### config.mk
export PLATFORM = sky130hd
export DESIGN_NAME = rtp_raw_video_depacketizer_unit
export DESIGN_NICKNAME = d
export VERILOG_FILES = /design/src/hw/rtl/rtpv_pkg.sv /design/src/hw/rtl/rtpv_csr.sv /design/src/hw/rtl/rtpv_line_table.sv /design/src/hw/rtl/rtp_raw_video_depacketizer_unit.sv
export SDC_FILE = /design/constraint.sdc
export NUM_CORES = 2
export LEC_CHECK = 0
export BUFFER_PORTS_ARGS = -buffer_cell sky130_fd_sc_hd__buf_2
export CAP_MARGIN = 20
export CORE_AREA = 10 10 393 395
export CTS_CLUSTER_SIZE = 10
export DETAILED_ROUTE_END_ITERATION = 16
export DIE_AREA = 0 0 403 405
export PLACE_DENSITY_LB_ADDON = 0.25
export SLEW_MARGIN = 20
export SYNTH_ARGS = -nofsm -noshare
export SYNTH_HDL_FRONTEND = slang
export SYNTH_SLANG_ARGS = --single-unit
### constraint.sdc
create_clock -name clock -period 9.8 [get_ports clock]
set_input_delay 1.47 -clock clock [delete_from_list [all_inputs] [get_ports clock]]
set_output_delay 1.47 -clock clock [all_outputs]
set_load 0.01 [all_outputs]
### src/hw/rtl/rtpv_pkg.sv
`timescale 1ns / 1ps
// ----------------------------------------------------------------------------
// rtpv_pkg
// Shared types and constants of the raw-video RTP depacketizer.
// ----------------------------------------------------------------------------
package rtpv_pkg;

   localparam int MAX_LINES_DEF = 16;
   localparam int ADDR_BITS_DEF = 26;

   // configuration register indexes
   localparam logic [1:0] CSR_FRAME_WIDTH  = 2'd0;
   localparam logic [1:0] CSR_FRAME_HEIGHT = 2'd1;
   localparam logic [1:0] CSR_BPP          = 2'd2;
   localparam logic [1:0] CSR_PAYLOAD_TYPE = 2'd3;

   // packet status codes
   localparam logic [1:0] ST_OK       = 2'd0;
   localparam logic [1:0] ST_BAD_HDR  = 2'd1;
   localparam logic [1:0] ST_TOO_MANY = 2'd2;
   localparam logic [1:0] ST_TRUNC    = 2'd3;

   localparam logic [1:0] RTP_VERSION = 2'd2;

   // fixed header byte positions
   localparam logic [3:0] POS_PT_BYTE  = 4'd1;
   localparam logic [3:0] POS_RTP_LAST = 4'd11;
   localparam logic [3:0] POS_EXT_LAST = 4'd13;
   localparam logic [3:0] POS_SAT      = 4'd15;

   // line header byte positions
   localparam logic [15:0] LH_LINE_DONE = 16'd3;
   localparam logic [15:0] LH_LAST      = 16'd5;

   typedef enum logic [2:0] {
      PH_RTP  = 3'd0,
      PH_EXT  = 3'd1,
      PH_LINE = 3'd2,
      PH_PAY  = 3'd3,
      PH_SKIP = 3'd4
   } phase_type;

   // configuration with derived products
   typedef struct packed {
      logic [12:0] frame_width;
      logic [12:0] frame_height;
      logic [2:0]  bpp;
      logic [6:0]  payload_type;
      logic [15:0] stride;      // width * bpp
      logic [31:0] frame_size;  // width * height * bpp
   } cfg_type;

endpackage

### src/hw/rtl/rtpv_csr.sv
`timescale 1ns / 1ps
// ----------------------------------------------------------------------------
// rtpv_csr
// Configuration registers and the registered line stride and frame size.
// ----------------------------------------------------------------------------
module rtpv_csr (
   input  logic            clock,
   input  logic            reset,
   input  logic            csr_wr_en,
   input  logic [1:0]      csr_index,
   input  logic [12:0]     csr_data,
   output rtpv_pkg::cfg_type cfg
);

   logic [12:0] width_ff, height_ff;
   logic [2:0]  bpp_ff;
   logic [6:0]  pt_ff;
   logic [15:0] stride_ff;
   logic [25:0] wh_ff;
   logic [31:0] fsize_ff;

   // register writes
   always_ff @(posedge clock) begin
      if (reset) begin
         width_ff  <= 13'd640;
         height_ff <= 13'd480;
         bpp_ff    <= 3'd3;
         pt_ff     <= 7'd96;
      end else if (csr_wr_en) begin
         case (csr_index)
            rtpv_pkg::CSR_FRAME_WIDTH:  width_ff  <= csr_data;
            rtpv_pkg::CSR_FRAME_HEIGHT: height_ff <= csr_data;
            rtpv_pkg::CSR_BPP:          bpp_ff    <= csr_data[2:0];
            rtpv_pkg::CSR_PAYLOAD_TYPE: pt_ff     <= csr_data[6:0];
            default: ;
         endcase
      end
   end

   // derived products, two stages for the frame size
   always_ff @(posedge clock) begin
      stride_ff <= 16'(width_ff * bpp_ff);
      wh_ff     <= 26'(width_ff * height_ff);
      fsize_ff  <= 32'(wh_ff * bpp_ff);
   end

   assign cfg = '{frame_width: width_ff, frame_height: height_ff, bpp: bpp_ff,
                  payload_type: pt_ff, stride: stride_ff, frame_size: fsize_ff};

endmodule

### src/hw/rtl/rtpv_line_table.sv
`timescale 1ns / 1ps
// ----------------------------------------------------------------------------
// rtpv_line_table
// Per-packet line headers with precomputed base addresses, and the search
// for the next line that carries bytes.
// ----------------------------------------------------------------------------
module rtpv_line_table #(
   parameter int MAX_LINES = rtpv_pkg::MAX_LINES_DEF,
   localparam int LC_W  = $clog2(MAX_LINES + 1),
   localparam int IDX_W = (MAX_LINES > 1) ? $clog2(MAX_LINES) : 1
) (
   input  logic             clock,
   // first write: length, line flags and line base
   input  logic             wr_head,
   input  logic [IDX_W-1:0] wr_head_idx,
   input  logic [15:0]      wr_len,
   input  logic             wr_line_zero,
   input  logic             wr_line_ok,
   input  logic [33:0]      wr_base,
   // second write: add the pixel offset
   input  logic             wr_off,
   input  logic [IDX_W-1:0] wr_off_idx,
   input  logic [17:0]      wr_off_bytes,
   // read port
   input  logic [IDX_W-1:0] rd_idx,
   output logic [15:0]      rd_len,
   output logic             rd_line_ok,
   output logic [33:0]      rd_base,
   // search
   input  logic [LC_W-1:0]  srch_start,
   input  logic [LC_W-1:0]  srch_count,
   output logic             srch_found,
   output logic             srch_stop,
   output logic [LC_W-1:0]  srch_idx
);

   logic [15:0] len_ff  [MAX_LINES];
   logic [33:0] base_ff [MAX_LINES];
   logic [MAX_LINES-1:0] zero_ff, ok_ff, nz_ff;

   // entry writes
   always_ff @(posedge clock) begin
      if (wr_head) begin
         len_ff[wr_head_idx]  <= wr_len;
         base_ff[wr_head_idx] <= wr_base;
         zero_ff[wr_head_idx] <= wr_line_zero;
         ok_ff[wr_head_idx]   <= wr_line_ok;
         nz_ff[wr_head_idx]   <= (wr_len != 16'd0);
      end
      if (wr_off) begin
         base_ff[wr_off_idx] <= base_ff[wr_off_idx] + 34'(wr_off_bytes);
      end
   end

   assign rd_len     = len_ff[rd_idx];
   assign rd_line_ok = ok_ff[rd_idx];
   assign rd_base    = base_ff[rd_idx];

   // first entry in [start, count) that is line zero or has bytes
   always_comb begin
      srch_found = 1'b0;
      srch_stop  = 1'b0;
      srch_idx   = '0;
      for (int i = 0; i < MAX_LINES; i++) begin
         if (!srch_found && LC_W'(i) >= srch_start && LC_W'(i) < srch_count &&
             (zero_ff[i] || nz_ff[i])) begin
            srch_found = 1'b1;
            srch_stop  = zero_ff[i];
            srch_idx   = LC_W'(i);
         end
      end
   end

endmodule

### src/hw/rtl/rtp_raw_video_depacketizer_unit.sv
`timescale 1ns / 1ps
// ----------------------------------------------------------------------------
// rtp_raw_video_depacketizer_unit
// Parses RTP raw-video packets byte by byte and issues frame-buffer writes.
// ----------------------------------------------------------------------------
//  channel | direction | handshake           | payload
//  req     | in        | req_valid/req_stall | req_byte, req_last
//  rsp     | out       | rsp_valid/rsp_stall | write, address, data, packet status
//  csr     | in        | csr_wr_en           | csr_index, csr_data
//
// One request per cycle; a result, if any, appears in the output register on
// the cycle after acceptance. Line base addresses are computed while the line
// headers arrive, so payload bytes need only one add and compare each.
// Synchronous reset clears all control state. Requests stall only while the
// output register holds a result that the receiver stalls.
// ----------------------------------------------------------------------------
module rtp_raw_video_depacketizer_unit #(
   parameter int MAX_LINES = rtpv_pkg::MAX_LINES_DEF,
   parameter int ADDR_BITS = rtpv_pkg::ADDR_BITS_DEF
) (
   input  logic        clock,
   input  logic        reset,
   input  logic        req_valid,
   output logic        req_stall,
   input  logic [7:0]  req_byte,
   input  logic        req_last,
   output logic        rsp_valid,
   input  logic        rsp_stall,
   output logic        rsp_wr_en,
   output logic [25:0] rsp_wr_addr,
   output logic [7:0]  rsp_wr_data,
   output logic        rsp_packet_end,
   output logic [1:0]  rsp_packet_status,
   output logic        rsp_frame_end,
   input  logic        csr_wr_en,
   input  logic [1:0]  csr_index,
   input  logic [12:0] csr_data
);

   localparam int LC_W  = $clog2(MAX_LINES + 1);
   localparam int IDX_W = (MAX_LINES > 1) ? $clog2(MAX_LINES) : 1;
   localparam logic [LC_W-1:0] LC_MAX = LC_W'(MAX_LINES);
   localparam logic [34:0] ADDR_LIMIT = 35'(1) << ADDR_BITS;

   rtpv_pkg::cfg_type cfg;

   rtpv_csr u_csr (
      .clock     (clock),
      .reset     (reset),
      .csr_wr_en (csr_wr_en),
      .csr_index (csr_index),
      .csr_data  (csr_data),
      .cfg       (cfg)
   );

   // parser state
   rtpv_pkg::phase_type phase_ff, phase_in;
   logic [3:0]      pos_ff, pos_in;
   logic [23:0]     shift_ff, shift_in;
   logic            hdr_ok_ff, hdr_ok_in;
   logic            marker_ff, marker_in;
   logic [LC_W-1:0] lcnt_ff, lcnt_in;
   logic [LC_W-1:0] lidx_ff, lidx_in;
   logic [15:0]     lbc_ff, lbc_in;
   logic [1:0]      err_ff, err_in;

   // output register
   logic        rsp_valid_ff;
   logic        wr_en_ff, pend_ff, fend_ff;
   logic [25:0] addr_ff;
   logic [7:0]  data_ff;
   logic [1:0]  status_ff;

   logic accept;
   logic wr;
   logic [34:0] addr;
   logic [1:0]  status;
   logic        fend;

   // line table interface
   logic             t_wr_head, t_wr_off;
   logic [IDX_W-1:0] t_wr_idx;
   logic [14:0]      line_num, off_num;
   logic [33:0]      line_base;
   logic [17:0]      off_bytes;
   logic [15:0]      t_len;
   logic             t_line_ok;
   logic [33:0]      t_base;
   logic [LC_W-1:0]  s_start, s_count, s_idx;
   logic             s_found, s_stop;

   assign req_stall = rsp_valid_ff & rsp_stall;
   assign accept    = req_valid & ~req_stall;

   // line fields and their precomputed byte offsets
   assign line_num  = {shift_ff[6:0], req_byte};
   assign off_num   = {shift_ff[6:0], req_byte};
   assign line_base = 34'(15'(line_num - 15'd1) * cfg.stride);
   assign off_bytes = 18'(off_num * cfg.bpp);
   assign t_wr_idx  = lcnt_ff[IDX_W-1:0];

   rtpv_line_table #(.MAX_LINES(MAX_LINES)) u_table (
      .clock        (clock),
      .wr_head      (t_wr_head),
      .wr_head_idx  (t_wr_idx),
      .wr_len       (shift_ff[23:8]),
      .wr_line_zero (line_num == 15'd0),
      .wr_line_ok   ({2'b00, line_num} <= {4'b0000, cfg.frame_height}),
      .wr_base      (line_base),
      .wr_off       (t_wr_off),
      .wr_off_idx   (t_wr_idx),
      .wr_off_bytes (off_bytes),
      .rd_idx       (lidx_ff[IDX_W-1:0]),
      .rd_len       (t_len),
      .rd_line_ok   (t_line_ok),
      .rd_base      (t_base),
      .srch_start   (s_start),
      .srch_count   (s_count),
      .srch_found   (s_found),
      .srch_stop    (s_stop),
      .srch_idx     (s_idx)
   );

   // parse one byte
   always_comb begin
      phase_in  = phase_ff;
      pos_in    = (pos_ff == rtpv_pkg::POS_SAT) ? pos_ff : pos_ff + 4'd1;
      shift_in  = shift_ff;
      hdr_ok_in = hdr_ok_ff;
      marker_in = marker_ff;
      lcnt_in   = lcnt_ff;
      lidx_in   = lidx_ff;
      lbc_in    = lbc_ff;
      err_in    = err_ff;
      wr        = 1'b0;
      addr      = 35'(t_base) + 35'(lbc_ff);
      t_wr_head = 1'b0;
      t_wr_off  = 1'b0;
      s_start   = '0;
      s_count   = lcnt_ff;

      case (phase_ff)
         rtpv_pkg::PH_RTP: begin
            shift_in = {shift_ff[15:0], req_byte};
            if (pos_ff == rtpv_pkg::POS_PT_BYTE) begin
               if (shift_ff[7:6] == rtpv_pkg::RTP_VERSION &&
                   req_byte[6:0] == cfg.payload_type) begin
                  hdr_ok_in = 1'b1;
                  marker_in = req_byte[7];
               end else begin
                  err_in   = rtpv_pkg::ST_BAD_HDR;
                  phase_in = rtpv_pkg::PH_SKIP;
               end
            end
            if (pos_ff == rtpv_pkg::POS_RTP_LAST) phase_in = rtpv_pkg::PH_EXT;
         end
         rtpv_pkg::PH_EXT: begin
            if (pos_ff == rtpv_pkg::POS_EXT_LAST) begin
               phase_in = rtpv_pkg::PH_LINE;
               lbc_in   = '0;
            end
         end
         rtpv_pkg::PH_LINE: begin
            shift_in = {shift_ff[15:0], req_byte};
            if (lcnt_ff >= LC_MAX) begin
               err_in   = rtpv_pkg::ST_TOO_MANY;
               phase_in = rtpv_pkg::PH_SKIP;
            end else begin
               if (lbc_ff == rtpv_pkg::LH_LINE_DONE) t_wr_head = accept;
               if (lbc_ff == rtpv_pkg::LH_LAST) begin
                  t_wr_off = accept;
                  lcnt_in  = lcnt_ff + LC_W'(1);
                  lbc_in   = '0;
                  if (shift_ff[7]) begin
                     if (lcnt_in >= LC_MAX) begin
                        err_in   = rtpv_pkg::ST_TOO_MANY;
                        phase_in = rtpv_pkg::PH_SKIP;
                     end
                  end else begin
                     s_start  = '0;
                     s_count  = lcnt_in;
                     lidx_in  = s_idx;
                     phase_in = (s_found && !s_stop) ? rtpv_pkg::PH_PAY
                                                     : rtpv_pkg::PH_SKIP;
                  end
               end else begin
                  lbc_in = lbc_ff + 16'd1;
               end
            end
         end
         rtpv_pkg::PH_PAY: begin
            wr = t_line_ok && (addr < 35'(cfg.frame_size)) && (addr < ADDR_LIMIT);
            lbc_in = lbc_ff + 16'd1;
            if ({1'b0, lbc_ff} + 17'd1 >= {1'b0, t_len}) begin
               lbc_in   = '0;
               s_start  = lidx_ff + LC_W'(1);
               s_count  = lcnt_ff;
               lidx_in  = s_idx;
               phase_in = (s_found && !s_stop) ? rtpv_pkg::PH_PAY
                                               : rtpv_pkg::PH_SKIP;
            end
         end
         default: ;
      endcase

      // end of packet status
      if (err_in != rtpv_pkg::ST_OK)       status = err_in;
      else if (phase_in != rtpv_pkg::PH_SKIP) status = rtpv_pkg::ST_TRUNC;
      else                                 status = rtpv_pkg::ST_OK;
      fend = (status == rtpv_pkg::ST_OK) && hdr_ok_in && marker_in;

      if (req_last) begin
         phase_in  = rtpv_pkg::PH_RTP;
         pos_in    = '0;
         shift_in  = '0;
         hdr_ok_in = 1'b0;
         marker_in = 1'b0;
         lcnt_in   = '0;
         lidx_in   = '0;
         lbc_in    = '0;
         err_in    = rtpv_pkg::ST_OK;
      end
   end

   // parser state registers
   always_ff @(posedge clock) begin
      if (reset) begin
         phase_ff  <= rtpv_pkg::PH_RTP;
         pos_ff    <= '0;
         shift_ff  <= '0;
         hdr_ok_ff <= 1'b0;
         marker_ff <= 1'b0;
         lcnt_ff   <= '0;
         lidx_ff   <= '0;
         lbc_ff    <= '0;
         err_ff    <= rtpv_pkg::ST_OK;
      end else if (accept) begin
         phase_ff  <= phase_in;
         pos_ff    <= pos_in;
         shift_ff  <= shift_in;
         hdr_ok_ff <= hdr_ok_in;
         marker_ff <= marker_in;
         lcnt_ff   <= lcnt_in;
         lidx_ff   <= lidx_in;
         lbc_ff    <= lbc_in;
         err_ff    <= err_in;
      end
   end

   // result register
   always_ff @(posedge clock) begin
      if (reset) begin
         rsp_valid_ff <= 1'b0;
      end else if (accept && (wr || req_last)) begin
         rsp_valid_ff <= 1'b1;
      end else if (!rsp_stall) begin
         rsp_valid_ff <= 1'b0;
      end
   end

   always_ff @(posedge clock) begin
      if (accept && (wr || req_last)) begin
         wr_en_ff  <= wr;
         addr_ff   <= wr ? addr[25:0] : 26'd0;
         data_ff   <= wr ? req_byte : 8'd0;
         pend_ff   <= req_last;
         status_ff <= req_last ? status : rtpv_pkg::ST_OK;
         fend_ff   <= req_last & fend;
      end
   end

   assign rsp_valid         = rsp_valid_ff;
   assign rsp_wr_en         = wr_en_ff;
   assign rsp_wr_addr       = addr_ff;
   assign rsp_wr_data       = data_ff;
   assign rsp_packet_end    = pend_ff;
   assign rsp_packet_status = status_ff;
   assign rsp_frame_end     = fend_ff;

endmodule

==> metrics.txt <==
# TYPE chip_impl_metric gauge
chip_impl_metric{name="die_w",unit="um"} 403
chip_impl_info{name="result_of_the_run",value="completed"} 1
chip_impl_metric{name="cts_resized",unit=""} 0
chip_impl_metric{name="finalSetupViolCount",unit=""} 0
chip_impl_metric{name="timing.max_slew.rel_slack",unit=""} 0.291
chip_impl_metric{name="worst-endpoint-required",unit="ns"} 10.26
chip_impl_metric{name="drtAntennaViolNets",unit=""} 0
chip_impl_metric{name="total_power_density_per_cell_area",unit="nW/um^2"} 190
chip_impl_metric{name="syn_area",unit="um^2"} 65600
chip_impl_info{name="setup.worst_path.start_class",value="input port"} 1
chip_impl_metric{name="cts-buffers-inserted",unit=""} 119
chip_impl_metric{name="grt_antenna_before_repair",unit=""} 1
chip_impl_metric{name="finalCriticalPeriod",unit="ns"} 8.96
chip_impl_metric{name="ff_latch_area",unit="um^2"} 30200
chip_impl_info{name="cell_with_the_biggest_individual_delay_on_the_critical_path",value="sky130_fd_sc_hd__or4_1"} 1
chip_impl_metric{name="syn_to_final_growth",unit="%"} 10.0
chip_impl_metric{name="worst_slew_pin_slew",unit="ns"} 1.06
chip_impl_metric{name="power.clock.fraction",unit=""} 0.297
chip_impl_metric{name="numPortBuffers",unit=""} 69
chip_impl_metric{name="drt_iter0_markers",unit=""} 4044
chip_impl_metric{name="multi_input_area",unit="um^2"} 32700
chip_impl_metric{name="synth_edf_count",unit=""} 887
chip_impl_metric{name="worstPathArrival",unit="ns"} 9.42
chip_impl_metric{name="critical-path-max-stage-delay",unit="ns"} 0.65
chip_impl_metric{name="p_sw",unit="mW"} 4.32
chip_impl_metric{name="total_power_draw",unit="mW"} 13.7
chip_impl_info{name="cts_tree",value="built"} 1
chip_impl_metric{name="wl",unit="um"} 179000
chip_impl_metric{name="cap_viol_max_count",unit=""} 0
chip_impl_metric{name="tritoncts_num_sinks",unit=""} 1063
chip_impl_metric{name="ios",unit=""} 70
chip_impl_info{name="top_family_by_delay_on_critical_path",value="adder cells"} 1
chip_impl_metric{name="cts-root-to-sink-buffers",unit=""} 3
chip_impl_metric{name="global_route_wire_length_before_repair",unit="um"} 272000
chip_impl_info{name="commonest_non_fill_non_tap_cell_in_the_layout",value="sky130_fd_sc_hd__edfxtp_1"} 1
chip_impl_metric{name="yosys_register_bits",unit=""} 1063
chip_impl_metric{name="floorplan.die_area",unit="um^2"} 163000
chip_impl_metric{name="die-height",unit="um"} 405
chip_impl_metric{name="net_count_of_the_mapped_netlist",unit=""} 5746
chip_impl_metric{name="layout-drive-gt1-share",unit=""} 0.168
chip_impl_metric{name="comb_pwr_share",unit=""} 0.268
chip_impl_metric{name="ys_warn_count",unit=""} 0
chip_impl_metric{name="power_frac_seq",unit=""} 0.435
chip_impl_metric{name="max_clock_freq",unit="MHz"} 112
chip_impl_metric{name="track_usage",unit=""} 0.220
chip_impl_metric{name="leakage",unit="nW"} 26.9
chip_impl_metric{name="critical_path_depth",unit=""} 28
chip_impl_metric{name="min_path_cells",unit=""} 2
chip_impl_info{name="most-common-layout-cells",value="887 x sky130_fd_sc_hd__edfxtp_1, 562 x sky130_fd_sc_hd__nand2_1, 527 x sky130_fd_sc_hd__inv_1, 425 x sky130_fd_sc_hd__mux4_2, 368 x sky130_fd_sc_hd__fa_1"} 1
chip_impl_info{name="cp_common_cell",value="sky130_fd_sc_hd__fa_1"} 1
chip_impl_info{name="ys_dominant_reg_cell",value="sky130_fd_sc_hd__edfxtp_1"} 1
chip_impl_metric{name="ys_types",unit=""} 92
chip_impl_metric{name="placer_congestion",unit=""} 0.879
chip_impl_metric{name="drc",unit=""} 0
chip_impl_metric{name="initial_utilization",unit=""} 0.447
chip_impl_metric{name="worst-path-buf-inv",unit=""} 5
chip_impl_metric{name="worst_r2r_path_depth",unit=""} 27
chip_impl_metric{name="final-hold-violation-count",unit=""} 0
chip_impl_metric{name="routed_via_density",unit=""} 5.88
chip_impl_metric{name="ratio_of_final_minimum_period_to_clock_period",unit=""} 0.914
chip_impl_metric{name="vdd_drop_max",unit="V"} 0.000233
chip_impl_metric{name="cts_hold_buffers",unit=""} 0
chip_impl_metric{name="post-dp-hpwl",unit="um"} 118000
chip_impl_info{name="worstSetupEndpointType",value="flip-flop"} 1
chip_impl_info{name="cell_at_the_root_of_the_clock_tree",value="sky130_fd_sc_hd__clkbuf_16"} 1
chip_impl_metric{name="clock_pin_transition_on_the_worst_setup_and_hold_timing_paths",unit="ns"} 0.06
chip_impl_metric{name="post_cts_setup_buffer_count",unit=""} 0
chip_impl_metric{name="first_global_vias",unit=""} 43023
chip_impl_metric{name="htreeDepth",unit=""} 3
chip_impl_metric{name="synth-async-reset-ratio",unit=""} 0
chip_impl_metric{name="finalSetupTns",unit="ns"} 0
chip_impl_metric{name="final_nets",unit=""} 5817
chip_impl_info{name="rsz0062_at_grt",value="no"} 1
chip_impl_metric{name="fin_hold_ws",unit="ns"} 0.459
chip_impl_metric{name="clock_latency",unit="ns"} 0.77
chip_impl_metric{name="detail_route.first_pass.iterations",unit=""} 5
chip_impl_metric{name="worst_case_clock_skew",unit="ns"} 0.0524
chip_impl_metric{name="final-max-slew-violation-count",unit=""} 0
chip_impl_metric{name="switching_share",unit=""} 0.315
chip_impl_metric{name="core_area",unit="um^2"} 147000
chip_impl_metric{name="synth.avg_cell_area",unit="um^2"} 13.0
chip_impl_metric{name="synthesized_instance_count",unit=""} 5036
chip_impl_metric{name="largest_net_degree_at_the_start_of_global_routing",unit=""} 87
chip_impl_metric{name="num-fill-cells",unit=""} 12678
chip_impl_metric{name="synth_seq_area_share",unit=""} 0.459
chip_impl_metric{name="global_route.overflow_total",unit=""} 0
chip_impl_metric{name="fp-row-count",unit=""} 141
chip_impl_metric{name="via_count",unit=""} 41800
chip_impl_metric{name="routedWlPerCell",unit="um"} 25.2
chip_impl_metric{name="power_report.internal_total",unit="mW"} 9.42
chip_impl_info{name="hold_path_class",value="reg2reg"} 1
chip_impl_info{name="critical_path_start_end_classification",value="in2reg"} 1
chip_impl_metric{name="crit_path_max_fanout",unit=""} 16
registers in the layout, indices dropped and copies added, names as in the netlist, 3 cells and up, named ones only:
| signal | flops |
|---|---|
| u_csr.bpp_ff | 3 |
| u_table.len_ff | 256 |
| u_csr.wh_ff | 26 |
| u_csr.stride_ff | 16 |
| lbc_ff | 16 |
| lidx_ff | 4 |
| u_csr.pt_ff | 7 |
| u_table.base_ff | 544 |
| u_csr.fsize_ff | 29 |
| rsp_wr_addr | 26 |
| u_table.zero_ff | 16 |
| u_table.ok_ff | 16 |
| shift_ff | 24 |
| u_csr.height_ff | 13 |
| rsp_wr_data | 8 |
| lcnt_ff | 5 |
| phase_ff | 3 |
| u_csr.width_ff | 13 |
| pos_ff | 4 |
| u_table.nz_ff | 16 |
power by group through the flow:
stage | Clock [mW] | Sequential [mW] | Combinational [mW]
6_report | 4.08 | 5.98 | 3.68
3_5_place_dp | 0 | 6.07 | 3.63
4_1_cts | 4.15 | 5.98 | 3.68
5_1_grt | 4.32 | 5.99 | 4.12
3_3_place_gp | 0 | 6.07 | 3.59
2_1_floorplan | 0 | 6.02 | 2.30
stage by stage:
stage          instances  utilization  area [um^2]  setup WS (ns)
5_1_grt             7106        0.492        72200          0.349
3_3_place_gp        6915        0.468        68700         0.0726
6_report            7107        0.492        72200          0.842
3_5_place_dp        6915        0.468        68700         0.0985
4_1_cts             7105        0.492        72200          0.841
2_1_floorplan       5036            -        65600          0.508
routing by layer:
layer	vias to the layer above	global-route usage	share of wire
met4	0	0.0764	0.034
met2	1669	0.359	0.47
met5	-	0	0
met1	21668	0.299	0.42
met3	273	0.0351	0.077
li1	18190	-	-
area by class of cell:
| class | count | share of cell area |
|---|---|---|
| Antenna cell | 1 | 0.0000346 |
| Timing Repair Buffer | 207 | 0.0199 |
| Clock buffer | 175 | 0.0444 |
| Multi-Input combinational cell | 3189 | 0.453 |
| Clock inverter | 15 | 0.00367 |
| Sequential cell | 1063 | 0.418 |
| Tap cell | 1930 | 0.0334 |
| Inverter | 527 | 0.0274 |
kinds of logic (layout without fill, tap and decap cells):
group,count (synthesis),after routing,synth area share
other,0,1,0
DFF,1063,1063,0.459
xor gates and xnor gates,163,163,0.0218
adders and majority gates,681,681,0.172
and+or+nand+nor,1364,1364,0.0985
AOI/OAI and AO/OA,541,541,0.0542
buffers and inverters,784,924,0.0458
muxes,440,440,0.148
tightest hold or removal path, cell delays in order, from the launching register on:
cell and delay (ns):
sky130_fd_sc_hd__dfxtp_1 0.31, sky130_fd_sc_hd__nand2_1 0.05, sky130_fd_sc_hd__a21oi_1 0.05
worst paths after layout:
check	from	end	slack, ns
setup / recovery	req_byte[6]	u_table.base_ff[3][29]	0.84
hold / removal	marker_ff	marker_ff	0.46
setup reg to reg	shift_ff[0]	u_table.base_ff[3][29]	1.27
hold reg to reg	marker_ff	marker_ff	0.46
cell usage after synthesis (16+ instances only):
library cell	count	share of area
sky130_fd_sc_hd__nor4_1	17	0.0016
sky130_fd_sc_hd__buf_1	19	0.0011
sky130_fd_sc_hd__a31oi_1	18	0.0017
sky130_fd_sc_hd__nand4_1	22	0.0021
sky130_fd_sc_hd__dfxtp_1	176	0.054
sky130_fd_sc_hd__fa_1	368	0.11
sky130_fd_sc_hd__xor2_1	59	0.0079
sky130_fd_sc_hd__clkbuf_1	203	0.012
sky130_fd_sc_hd__xnor2_1	104	0.014
sky130_fd_sc_hd__mux4_2	425	0.15
sky130_fd_sc_hd__inv_1	527	0.030
sky130_fd_sc_hd__o21ai_0	86	0.0066
sky130_fd_sc_hd__o21a_1	18	0.0021
sky130_fd_sc_hd__a21o_1	36	0.0041
sky130_fd_sc_hd__edfxtp_1	887	0.41
sky130_fd_sc_hd__o21bai_1	24	0.0027
sky130_fd_sc_hd__nor3_1	65	0.0050
sky130_fd_sc_hd__nand2b_1	50	0.0048
sky130_fd_sc_hd__ha_1	313	0.060
sky130_fd_sc_hd__and3_1	23	0.0022
sky130_fd_sc_hd__a21oi_1	178	0.014
sky130_fd_sc_hd__buf_2	30	0.0023
sky130_fd_sc_hd__a211oi_1	16	0.0018
sky130_fd_sc_hd__and2_1	138	0.013
sky130_fd_sc_hd__nand3_1	59	0.0045
sky130_fd_sc_hd__nor2_1	249	0.014
sky130_fd_sc_hd__or2_2	16	0.0015
sky130_fd_sc_hd__a22oi_1	40	0.0046
sky130_fd_sc_hd__nor2b_1	108	0.010
sky130_fd_sc_hd__nand2_1	562	0.032
Note: power is estimated with default switching activity, not from simulation.
